$ cat config.mk
export PLATFORM = sky130hd
export DESIGN_NAME = http_request_head_parser
export DESIGN_NICKNAME = d
export VERILOG_FILES = /design/src/hw/rtl/hrhp_pkg.sv /design/src/hw/rtl/hrhp_step.sv /design/src/hw/rtl/http_request_head_parser.sv
export SDC_FILE = /design/constraint.sdc
export NUM_CORES = 1
export LEC_CHECK = 0
export ABC_AREA = 1
export BUFFER_PORTS_ARGS = -buffer_cell sky130_fd_sc_hd__buf_4
export CAP_MARGIN = 40
export CELL_PAD_IN_SITES_DETAIL_PLACEMENT = 1
export CELL_PAD_IN_SITES_GLOBAL_PLACEMENT = 1
export CORE_MARGIN = 5
export CORE_UTILIZATION = 39
export CTS_CLUSTER_SIZE = 14
export DETAILED_ROUTE_END_ITERATION = 10
export PLACE_DENSITY = 0.77
export SYNTH_ARGS = -nofsm -noshare
export SYNTH_HDL_FRONTEND = slang
export SYNTH_SLANG_ARGS = --single-unit
export TNS_END_PERCENT = 100
$ cat constraint.sdc
create_clock -name clk -period 2.26 [get_ports clk]
set_clock_uncertainty 0.15 [all_clocks]
set_input_delay 0.452 -clock clk [delete_from_list [all_inputs] [get_ports clk]]
set_output_delay 0.452 -clock clk [all_outputs]
set_load 0.02 [all_outputs]
$ cat src/hw/rtl/hrhp_pkg.sv
`default_nettype none

package hrhp_pkg;

  localparam int METHOD_LIMIT = 8;
  localparam int URL_LIMIT    = 64;
  localparam int GET_LEN      = 3;

  localparam int MCW = $clog2(METHOD_LIMIT + 2);
  localparam int UCW = $clog2(URL_LIMIT + 2);
  localparam int LENW = 7;

  localparam logic OP_NEW  = 1'b0;
  localparam logic OP_BYTE = 1'b1;

  localparam logic [2:0] EV_NONE         = 3'd0;
  localparam logic [2:0] EV_URL          = 3'd1;
  localparam logic [2:0] EV_DONE         = 3'd2;
  localparam logic [2:0] EV_DONE_BADPATH = 3'd3;
  localparam logic [2:0] EV_NOTALLOWED   = 3'd4;
  localparam logic [2:0] EV_BADREQ       = 3'd5;

  localparam logic [7:0] CH_SPACE = 8'h20;
  localparam logic [7:0] CH_CR    = 8'h0D;
  localparam logic [7:0] CH_LF    = 8'h0A;
  localparam logic [7:0] CH_COLON = 8'h3A;
  localparam logic [7:0] CH_SLASH = 8'h2F;

  typedef enum logic [3:0] {
    ST_METHOD     = 4'd0,
    ST_SPACE      = 4'd1,
    ST_URL        = 4'd2,
    ST_VERSION    = 4'd3,
    ST_CR         = 4'd4,
    ST_LF         = 4'd5,
    ST_KEY        = 4'd6,
    ST_VALUE      = 4'd7,
    ST_DONE       = 4'd8,
    ST_NOTALLOWED = 4'd9,
    ST_BADREQ     = 4'd10
  } state_t;

  typedef struct packed {
    logic       opcode;
    logic [7:0] data_byte;
  } in_t;

  typedef struct packed {
    logic [2:0]      event_res;
    logic [7:0]      url_byte;
    logic [LENW-1:0] url_length;
    logic            path_is_root;
  } out_t;

  typedef struct packed {
    state_t         parse_state;
    state_t         resume_state;
    logic [MCW-1:0] method_count;
    logic           method_matches_get;
    logic [UCW-1:0] url_count;
    logic           url_slash_first;
  } ctx_t;

  localparam ctx_t CTX_RESET = '{
    parse_state:        ST_METHOD,
    resume_state:       ST_METHOD,
    method_count:       '0,
    method_matches_get: 1'b1,
    url_count:          '0,
    url_slash_first:    1'b0
  };

  function automatic logic [7:0] get_char(input logic [1:0] idx);
    logic [7:0] c;
    case (idx)
      2'd0:    c = 8'h47;
      2'd1:    c = 8'h45;
      2'd2:    c = 8'h54;
      default: c = 8'h00;
    endcase
    return c;
  endfunction

endpackage

`default_nettype wire

$ cat src/hw/rtl/hrhp_step.sv
`default_nettype none

module hrhp_step (
  input  hrhp_pkg::ctx_t ctx,
  input  hrhp_pkg::in_t  din,
  output hrhp_pkg::ctx_t ctx_nxt,
  output hrhp_pkg::out_t res
);

  hrhp_pkg::state_t               st;
  logic [7:0]                     c;
  logic [hrhp_pkg::MCW-1:0]       method_inc;
  logic [hrhp_pkg::UCW-1:0]       url_inc;
  logic                           method_over;
  logic                           url_over;
  logic                           get_ok;
  logic                           char_miss;
  logic [2:0]                     ev;
  logic [7:0]                     ub;
  logic                           root;

  assign c = din.data_byte;

  // a space run hands its first non-space byte to the state it leads to
  assign st = (ctx.parse_state == hrhp_pkg::ST_SPACE && c != hrhp_pkg::CH_SPACE) ?
              ctx.resume_state : ctx.parse_state;

  assign method_inc  = ctx.method_count + hrhp_pkg::MCW'(1);
  assign url_inc     = ctx.url_count + hrhp_pkg::UCW'(1);
  assign method_over = method_inc > hrhp_pkg::MCW'(hrhp_pkg::METHOD_LIMIT);
  assign url_over    = url_inc > hrhp_pkg::UCW'(hrhp_pkg::URL_LIMIT);
  assign get_ok      = ctx.method_matches_get &&
                       ctx.method_count == hrhp_pkg::MCW'(hrhp_pkg::GET_LEN);
  assign char_miss   = (ctx.method_count >= hrhp_pkg::MCW'(hrhp_pkg::GET_LEN)) ||
                       (c != hrhp_pkg::get_char(ctx.method_count[1:0]));

  always_comb begin
    ctx_nxt = ctx;
    ctx_nxt.parse_state = st;
    if (din.opcode == hrhp_pkg::OP_NEW) begin
      ctx_nxt = hrhp_pkg::CTX_RESET;
    end else begin
      unique case (st) inside
        hrhp_pkg::ST_METHOD: begin
          if (c == hrhp_pkg::CH_SPACE) begin
            if (get_ok) begin
              ctx_nxt.parse_state  = hrhp_pkg::ST_SPACE;
              ctx_nxt.resume_state = hrhp_pkg::ST_URL;
            end else begin
              ctx_nxt.parse_state = hrhp_pkg::ST_NOTALLOWED;
            end
          end else begin
            if (char_miss) begin
              ctx_nxt.method_matches_get = 1'b0;
            end
            ctx_nxt.method_count = method_inc;
            if (method_over) begin
              ctx_nxt.parse_state = hrhp_pkg::ST_BADREQ;
            end
          end
        end
        hrhp_pkg::ST_SPACE: begin
          if (c != hrhp_pkg::CH_SPACE) begin
            ctx_nxt.parse_state = ctx.resume_state;
          end
        end
        hrhp_pkg::ST_URL: begin
          if (c == hrhp_pkg::CH_SPACE) begin
            ctx_nxt.parse_state  = hrhp_pkg::ST_SPACE;
            ctx_nxt.resume_state = hrhp_pkg::ST_VERSION;
          end else begin
            if (ctx.url_count == '0) begin
              ctx_nxt.url_slash_first = (c == hrhp_pkg::CH_SLASH);
            end
            ctx_nxt.url_count = url_inc;
            if (url_over) begin
              ctx_nxt.parse_state = hrhp_pkg::ST_BADREQ;
            end
          end
        end
        hrhp_pkg::ST_VERSION, hrhp_pkg::ST_VALUE: begin
          if (c == hrhp_pkg::CH_CR) begin
            ctx_nxt.parse_state  = hrhp_pkg::ST_CR;
            ctx_nxt.resume_state = hrhp_pkg::ST_KEY;
          end
        end
        hrhp_pkg::ST_CR: begin
          ctx_nxt.parse_state = (c == hrhp_pkg::CH_LF) ? hrhp_pkg::ST_LF : hrhp_pkg::ST_BADREQ;
        end
        hrhp_pkg::ST_LF: begin
          ctx_nxt.parse_state = (c == hrhp_pkg::CH_CR) ? hrhp_pkg::ST_DONE : ctx.resume_state;
        end
        hrhp_pkg::ST_KEY: begin
          if (c == hrhp_pkg::CH_COLON) begin
            ctx_nxt.parse_state  = hrhp_pkg::ST_SPACE;
            ctx_nxt.resume_state = hrhp_pkg::ST_VALUE;
          end
        end
        default: begin
        end
      endcase
    end
  end

  always_comb begin
    ev   = hrhp_pkg::EV_NONE;
    ub   = 8'h00;
    root = 1'b0;
    if (din.opcode == hrhp_pkg::OP_BYTE) begin
      unique case (st)
        hrhp_pkg::ST_METHOD: begin
          if (c == hrhp_pkg::CH_SPACE) begin
            if (!get_ok) begin
              ev = hrhp_pkg::EV_NOTALLOWED;
            end
          end else if (method_over) begin
            ev = hrhp_pkg::EV_BADREQ;
          end
        end
        hrhp_pkg::ST_URL: begin
          if (c != hrhp_pkg::CH_SPACE) begin
            if (url_over) begin
              ev = hrhp_pkg::EV_BADREQ;
            end else begin
              ev = hrhp_pkg::EV_URL;
              ub = c;
            end
          end
        end
        hrhp_pkg::ST_CR: begin
          if (c != hrhp_pkg::CH_LF) begin
            ev = hrhp_pkg::EV_BADREQ;
          end
        end
        hrhp_pkg::ST_LF: begin
          if (c == hrhp_pkg::CH_CR) begin
            ev   = ctx.url_slash_first ? hrhp_pkg::EV_DONE : hrhp_pkg::EV_DONE_BADPATH;
            root = ctx.url_slash_first && ctx.url_count == hrhp_pkg::UCW'(1);
          end
        end
        default: begin
        end
      endcase
    end
  end

  always_comb begin
    res.event_res    = ev;
    res.url_byte     = ub;
    res.path_is_root = root;
    if (ctx_nxt.url_count > hrhp_pkg::UCW'(hrhp_pkg::URL_LIMIT)) begin
      res.url_length = hrhp_pkg::LENW'(hrhp_pkg::URL_LIMIT);
    end else begin
      res.url_length = hrhp_pkg::LENW'(ctx_nxt.url_count);
    end
  end

endmodule

`default_nettype wire

$ cat src/hw/rtl/http_request_head_parser.sv
`default_nettype none

// channel  ports                       payload
// -------  --------------------------  ----------------------------------------
// input    in_valid / in_stall         in_data  (opcode, data_byte)
// result   out_valid / out_stall       out_data (event_res, url_byte,
//                                                url_length, path_is_root)
//
// One result beat per input beat, in order; one beat per cycle sustained while the result is not stalled.
// A beat passes through the input register, then one parser step into the result register.
// The parser step is a single state update on the registered byte.
// A stalled result holds; the input register still takes one more beat behind it.
// rst_n (synchronous) clears the parser context and both valid flags.

module http_request_head_parser (
  input  wire              clk,
  input  wire              rst_n,
  input  wire              in_valid,
  output logic             in_stall,
  input  hrhp_pkg::in_t    in_data,
  output logic             out_valid,
  input  wire              out_stall,
  output hrhp_pkg::out_t   out_data
);

  hrhp_pkg::in_t  in_r;
  logic           in_valid_r;
  hrhp_pkg::ctx_t ctx_r;
  hrhp_pkg::ctx_t ctx_nxt;
  hrhp_pkg::out_t res;
  hrhp_pkg::out_t out_r;
  logic           out_valid_r;
  logic           advance;
  logic           in_take;

  assign advance   = in_valid_r && (!out_valid_r || !out_stall);
  assign in_stall  = in_valid_r && !advance;
  assign in_take   = in_valid && !in_stall;
  assign out_valid = out_valid_r;
  assign out_data  = out_r;

  hrhp_step u_step (
    .ctx     (ctx_r),
    .din     (in_r),
    .ctx_nxt (ctx_nxt),
    .res     (res)
  );

  always_ff @(posedge clk) begin
    if (!rst_n) begin
      in_valid_r  <= 1'b0;
      out_valid_r <= 1'b0;
      ctx_r       <= hrhp_pkg::CTX_RESET;
    end else begin
      in_valid_r  <= in_take || (in_valid_r && !advance);
      out_valid_r <= advance || (out_valid_r && out_stall);
      if (advance) begin
        ctx_r <= ctx_nxt;
      end
    end
  end

  always_ff @(posedge clk) begin
    if (in_take) begin
      in_r <= in_data;
    end
    if (advance) begin
      out_r <= res;
    end
  end

  a_len_sat: assert property (@(posedge clk) disable iff (!rst_n)
    out_valid |-> out_data.url_length <= hrhp_pkg::LENW'(hrhp_pkg::URL_LIMIT))
    else $error("url_length above limit");

  a_root_done: assert property (@(posedge clk) disable iff (!rst_n)
    out_valid && out_data.path_is_root |-> out_data.event_res == hrhp_pkg::EV_DONE)
    else $error("root flag without head done");

  a_url_state: assert property (@(posedge clk) disable iff (!rst_n)
    advance |=> (out_data.event_res != hrhp_pkg::EV_URL) ||
                (ctx_r.parse_state == hrhp_pkg::ST_URL))
    else $error("url beat outside url state");

  a_done_sticks: assert property (@(posedge clk) disable iff (!rst_n)
    advance && in_r.opcode == hrhp_pkg::OP_BYTE && ctx_r.parse_state == hrhp_pkg::ST_DONE
    |=> ctx_r.parse_state == hrhp_pkg::ST_DONE)
    else $error("left done state without new connection");

endmodule

`default_nettype wire
==> flow_metrics.env, run 1 <==
export IMPL_status="finished with violations"
export IMPL_violations="setup timing"
export IMPL_synth_nets=413
export IMPL_arrival_ns=2.43
export IMPL_via_per_inst=5.27
export IMPL_cp_slowest_cell="edfxtp_1"
export IMPL_track_usage_pct=19.2
export IMPL_dp_hpwl_um=7030
export IMPL_hold_depth=1
export IMPL_synth_area_mux_share_pct=0
export IMPL_cts_root_buf="clkbuf_8"
export IMPL_synth_warnings=0
export IMPL_cts_hold_buf=0
export IMPL_clock_sinks=50
export IMPL_dp_slack_ns=-0.0852
export IMPL_synth_cell_type_count=32
export IMPL_gp_congestion=0.866
export IMPL_crit_path_max_incr_delay_ns=0.45
export IMPL_clkTransAtPathRegs_ns=0.10
export IMPL_irDropWorstVdd_mv=0.333
export IMPL_insertion_delay_ns=0.32
export IMPL_worstReg2RegEnd="ctx_r[20]"
export IMPL_area_growth_pct=35.3
export IMPL_drt_iter0_drc=166
export IMPL_clock_fmax_mhz=428
export IMPL_startpoint_type="flop"
export IMPL_nets=504
export IMPL_fin_area_sq_um=4050
export IMPL_r2r_start="in_r[1]"
export IMPL_routed_wl_um=10200
export IMPL_die_h_um=97.6
export IMPL_n_antenna_cell=0
export IMPL_rows=32
export IMPL_max_slew_margin_pct=73.3
export IMPL_final_cells=586
export IMPL_grt_pass1_wl_um=15000
export IMPL_synth_area_leaders="edfxtp_1 (28%), dfxtp_1 (15%), nand2_1 (12%)"
export IMPL_vias=3089
export IMPL_ant_nets=0
export IMPL_design_die_area_sq_um=9530
export IMPL_finalMaxSlewViolations=0
export IMPL_cap_violations=0
export IMPL_cp_max_fo=7
export IMPL_worstPathRequired_ns=2.36
export IMPL_avgSynthCellArea_sq_um=7.63
export IMPL_synth_top_area_share_pct=28.1
export IMPL_cp_end_kind="flop"
export IMPL_worst_pin_slew_ns=0.401
export IMPL_path_cells="inv_2 > nand2_2 > nor2_4 > nand2_4 > nand3_4 > nand2_4 > buf_6 > nor2_4 > nand2_1 > nor2_2 > inv_1 > nand3_1 > nand2_1 > a21oi_2"
export IMPL_antenna_found_initial=0
export IMPL_clk_path_buf_depth=2
export IMPL_fillers=961
export IMPL_synth_compound_area_share_pct=8.95
export IMPL_yosysTopAreaCell="edfxtp_1"
export IMPL_drive_gt1_share_pct=35.7
export IMPL_die_x_um=97.6
export IMPL_synth_edff_count=28
export IMPL_grt_overflow_total=0
export IMPL_powerDensity_nw_per_um2=470
export IMPL_wire_per_inst_um=17.5
export IMPL_tritoncts="built"
export IMPL_hold_class="in -> reg"
export IMPL_cts_made_buffers=5
export IMPL_reg2reg_slack_ns=-0.08
export IMPL_setup_viol=8
export IMPL_fin_ws_ns=-0.0752
export IMPL_hold_path_startpoint="in_data[8]"
export IMPL_holdPathEnd="in_r[8]"
export IMPL_first_pass_iters=4
export IMPL_min_period_ns=2.34
export IMPL_hold_viol=0
export IMPL_synth_common_cells="nand2_1 (98), nor2_1 (46), inv_1 (41)"
export IMPL_ff2ff_path_depth=14
export IMPL_rsz0062_at_grt="yes"
export IMPL_syn_inst=392
export IMPL_drc=0
export IMPL_synthArstFlopShare_pct=0
export IMPL_p_leak_uw=0.00183
export IMPL_netlist_area_sq_um=2990
export IMPL_min_period_over_period_pct=103
export IMPL_synth_simple_gate_area_share_pct=36.3
export IMPL_synth_top_family_by_area="simple AND/OR/NAND/NOR gates"
export IMPL_grt_pass1_vias=3088
export IMPL_numPlacedInstances=559
export IMPL_grt_max_degree=35
export IMPL_synth_adder_area_share_pct=3.34
export IMPL_num_io_pins=34
export IMPL_place_port_buffers=33
export IMPL_seq_area_frac_synth_pct=42.8
export IMPL_fp_coreArea_sq_um=7610
export IMPL_yosysMostFrequentCell="nand2_1"
export IMPL_placedInstanceArea_sq_um=3620
export IMPL_h_tree_depth=2
export IMPL_synth_xor_area_share_pct=0.878
export IMPL_synth_top_flop_cell="edfxtp_1"
export IMPL_crit_type="reg -> reg"
export IMPL_ys_ff_latch=50
export IMPL_start_util_pct=39.3
export IMPL_report_power_total_uw=1900
[cells in the final DEF (no fill, tap or decap), types with 4 or more instances in the layout]
cell type  synthesis  final
buf_4              0     86
o21ai_1            1      6
edfxtp_1          28     28
buf_6              2      6
a21oi_1           25     19
nor2_1            46     40
nand3_1           34     31
o21ai_0           21     16
a21oi_2            1      7
nand2_4            2      5
nand2_1           98     84
ha_1               8      8
nand4_1           14     14
clkbuf_8           0      5
dfxtp_1           22     20
nor2_2             2      5
inv_1             41     35
nand2_2            8     18
nor2_4             8     11
inv_2              5     10
nand3_4            2      4
[area by class of cell]
type                    instances  area (sq um)  share of cell area, %
inverters                      48           189                   4.67
flip-flops and latches         50          1280                   31.7
clock inverters                 3          22.5                  0.556
clock buffers                   5          68.8                   1.70
well taps                     102           128                   3.15
repair buffers                 92           713                   17.6
multi-input cells             286          1640                   40.6
[flip-flops by register name, indices dropped and copies added, names as in the netlist]
signal	cells
out_valid	1
in_valid_r	1
in_r	9
ctx_r	20
out_data	19
[through the flow]
step                utilization [%]  hold slack (ns)  TNS [ns]
floorplan                         -            0.280         0
detailed placement             47.6            0.316    -0.203
global placement               47.6            0.293         0
finish                         53.2            0.153    -0.428
CTS                            49.5            0.153         0
global route                   53.2            0.141     -2.21
[routing by layer]
layer | routed length, um | global-route usage [%] | up-vias | part of all wire [%]
met5 | 0 | 0 | - | 0
met1 | 4070 | 24.0 | 1509 | 40
li1 | - | - | 1468 | -
met3 | 509 | 2.94 | 30 | 5.0
met4 | 292 | 5.22 | 0 | 2.9
met2 | 5360 | 34.4 | 82 | 52
[cells by family (layout without fill, tap and decap cells)]
kind of cell    after synthesis  in the layout
simple gates                224            224
buf+inv                      56            148
compound gates               51             51
flops                        50             50
fa+ha+maj                     8              8
xor+xnor                      3              3
[how the worst max path moves through the flow]
stage	endpoint	slack [ns]	start	depth (start not counted)
after global placement	out_data[6]	0.05	in_r[2]	15
after floorplan	out_data[0]	0.08	out_stall	4
after detailed placement	out_data[6]	-0.09	in_r[6]	15
after CTS	out_data[4]	0.0008	in_r[6]	15
after global routing	ctx_r[20]	-0.20	in_r[1]	14
final	ctx_r[20]	-0.08	in_r[1]	14
[power breakdown]
group	total [uW]	switching, uW	internal (uW)
sequential	1030	32.8	1000
clock	564	339	225
combinational	304	183	121
[critical path, delay by kind of cell, from the launching register on]
family	cells	cell delay [ns]
compound gates	1	0.18
flops	1	0.45
simple gates	10	1.12
buf+inv	3	0.35
[what timing repair did]
action,CTS,global route
endpoints found under the setup margin,10,26
pin swaps,5,27
resized for setup,7,55
buffers inserted,4,15
Power figures use the tool's default switching activity.
==> inputs of run 2 (changes only) <==
Settings changed: REMOVE_ABC_BUFFERS set to 1.
==> flow_metrics.env, run 2 (synthesized netlist as in run 1, its figures left out) <==
export IMPL_status="completed"
export IMPL_p_leak_uw=0.00176
export IMPL_routed_wl_um=9160
export IMPL_irDropWorstVdd_mv=0.270
export IMPL_crit_path_max_incr_delay_ns=0.43
export IMPL_rsz0062_at_grt="yes"
export IMPL_largest_register="ctx_r"
export IMPL_hold_class="in -> reg"
export IMPL_max_slew_margin_pct=63.2
export IMPL_vias=2927
export IMPL_clkTransAtPathRegs_ns=0.09
export IMPL_ff2ff_path_depth=15
export IMPL_clock_fmax_mhz=446
export IMPL_startpoint_type="flop"
export IMPL_start_util_pct=39.3
export IMPL_ant_nets=0
export IMPL_crit_top_cell="nor2_4"
export IMPL_grt_pass1_vias=2995
export IMPL_p_int_uw=1320
export IMPL_pwr_share_comb_pct=15.1
export IMPL_grt_overflow_total=0
export IMPL_drt_iter0_drc=178
export IMPL_post_route_util_pct=51.2
export IMPL_dp_slack_ns=-0.0703
export IMPL_h_tree_depth=2
export IMPL_gp_congestion=0.892
export IMPL_cp_end_kind="flop"
export IMPL_antenna_found_initial=0
export IMPL_clkPwrFrac_pct=28.5
export IMPL_num_io_pins=34
export IMPL_crit_family="simple AND/OR/NAND/NOR gates"
export IMPL_min_period_ns=2.24
export IMPL_place_port_buffers=33
export IMPL_die_x_um=97.6
export IMPL_holdPathEnd="in_r[5]"
export IMPL_min_period_over_period_pct=99.3
export IMPL_power_frac_seq_pct=56.3
export IMPL_worstPathRequired_ns=2.19
export IMPL_grt_pass1_wl_um=14800
export IMPL_cts_made_buffers=5
export IMPL_path_cells="inv_2 > nand2_2 > nor2_4 > nand2_4 > nand3_4 > nand2_4 > inv_4 > nand3_4 > nor2_4 > or2_1 > nand2_2 > nor2_4 > inv_2 > nand2_1 > inv_1"
export IMPL_hold_depth=1
export IMPL_layout_common_cells="nand2_1 (91), buf_4 (75), nor2_1 (40)"
export IMPL_nets=490
export IMPL_track_usage_pct=19.2
export IMPL_powerDensity_nw_per_um2=472
export IMPL_path_buf_inv=4
export IMPL_worst_pin_slew_ns=0.552
export IMPL_reg2reg_slack_ns=0.02
export IMPL_r2r_start="in_r[4]"
export IMPL_wire_per_inst_um=16.0
export IMPL_insertion_delay_ns=0.31
export IMPL_area_growth_pct=30.0
export IMPL_die_h_um=97.6
export IMPL_cts_root_buf="clkbuf_8"
export IMPL_crit_type="reg -> reg"
export IMPL_first_pass_iters=4
export IMPL_worstReg2RegEnd="out_data[6]"
export IMPL_cp_max_fo=8
export IMPL_hold_viol=0
export IMPL_report_power_total_uw=1840
export IMPL_largestRegisters="ctx_r: 20 flops, out_data: 19 flops, in_r: 9 flops"
export IMPL_drc=0
export IMPL_design_die_area_sq_um=9530
export IMPL_cp_slowest_cell="edfxtp_1"
export IMPL_hold_path_startpoint="in_data[5]"
export IMPL_via_per_inst=5.12
export IMPL_clock_sinks=50
export IMPL_grt_max_degree=20
export IMPL_arrival_ns=2.17
export IMPL_cap_violations=0
export IMPL_largest_reg_flops=20
export IMPL_cts_hold_buf=0
export IMPL_tritoncts="built"
export IMPL_fp_coreArea_sq_um=7610
export IMPL_finalMaxSlewViolations=0
export IMPL_fin_ws_ns=0.0162
export IMPL_dp_hpwl_um=6910
export IMPL_clk_path_buf_depth=2
export IMPL_finalSetupTns_ns=0
export IMPL_rows=32
export IMPL_swShare_pct=28.0
export IMPL_n_antenna_cell=0
export IMPL_p_sw_uw=515
export IMPL_setup_viol=0
export IMPL_fin_hold_ws_ns=0.160
export IMPL_layout_commonest_cell="nand2_1"
export IMPL_drive_gt1_share_pct=31.1
==> run 2: cell count changes in the layout (fill, tap and decap cells not counted), sizes merged <==
cell    delta
buf       -15
clkinv     +2
inv        -2
nand3      +1
==> run 2: how the worst max path moves through the flow <==
stage,from,cells after the start,slack (ns),end
detailed placement,in_r[3],15,-0.07,out_data[3]
CTS,in_r[0],15,-0.005,out_data[6]
floorplan,out_stall,10,-0.85,ctx_r[9]
global placement,in_r[3],15,0.07,out_data[4]
global route,in_r[4],15,-0.12,out_data[6]
finish,in_r[4],15,0.02,out_data[6]
==> run 2: cell type report <==
type,instances,area [sq um]
flip-flops and latches,50,1280
clock inverters,3,16.3
well taps,102,128
repair buffers,77,586
clock buffers,5,68.8
inverters,48,186
fillers,961,3720
multi-input cells,287,1620
==> run 2: timing repair <==
item	in CTS	in global routing
cloned	1	0
pin swaps	4	14
resized for setup	6	41
buffers inserted	7	9
endpoints found under the setup margin	14	26
==> run 2: power by group through the flow <==
stage                     clock network [uW]  registers, uW  logic, uW
after floorplan                            0           1070        121
after global placement                     0           1050        242
after detailed placement                   0           1060        249
after CTS                                543           1030        263
after global routing                     597           1040        306
final                                    524           1030        278
==> run 2: per-layer routing <==
metal  GRT usage (%)  vias to the layer above  routed length [um]
met2            31.9                       42                4580
met5               0                        -                   0
met3            4.02                       14                 236
met1            24.8                     1435                4190
li1                -                     1436                   -
met4            6.28                        0                 142
==> run 2: through the flow <==
stage          area, sq um  std cells
3_5_place_dp          3530        547
3_3_place_gp          3530        547
6_report              3890        572
4_1_cts               3700        563
2_1_floorplan         2940        384
5_1_grt               3890        572
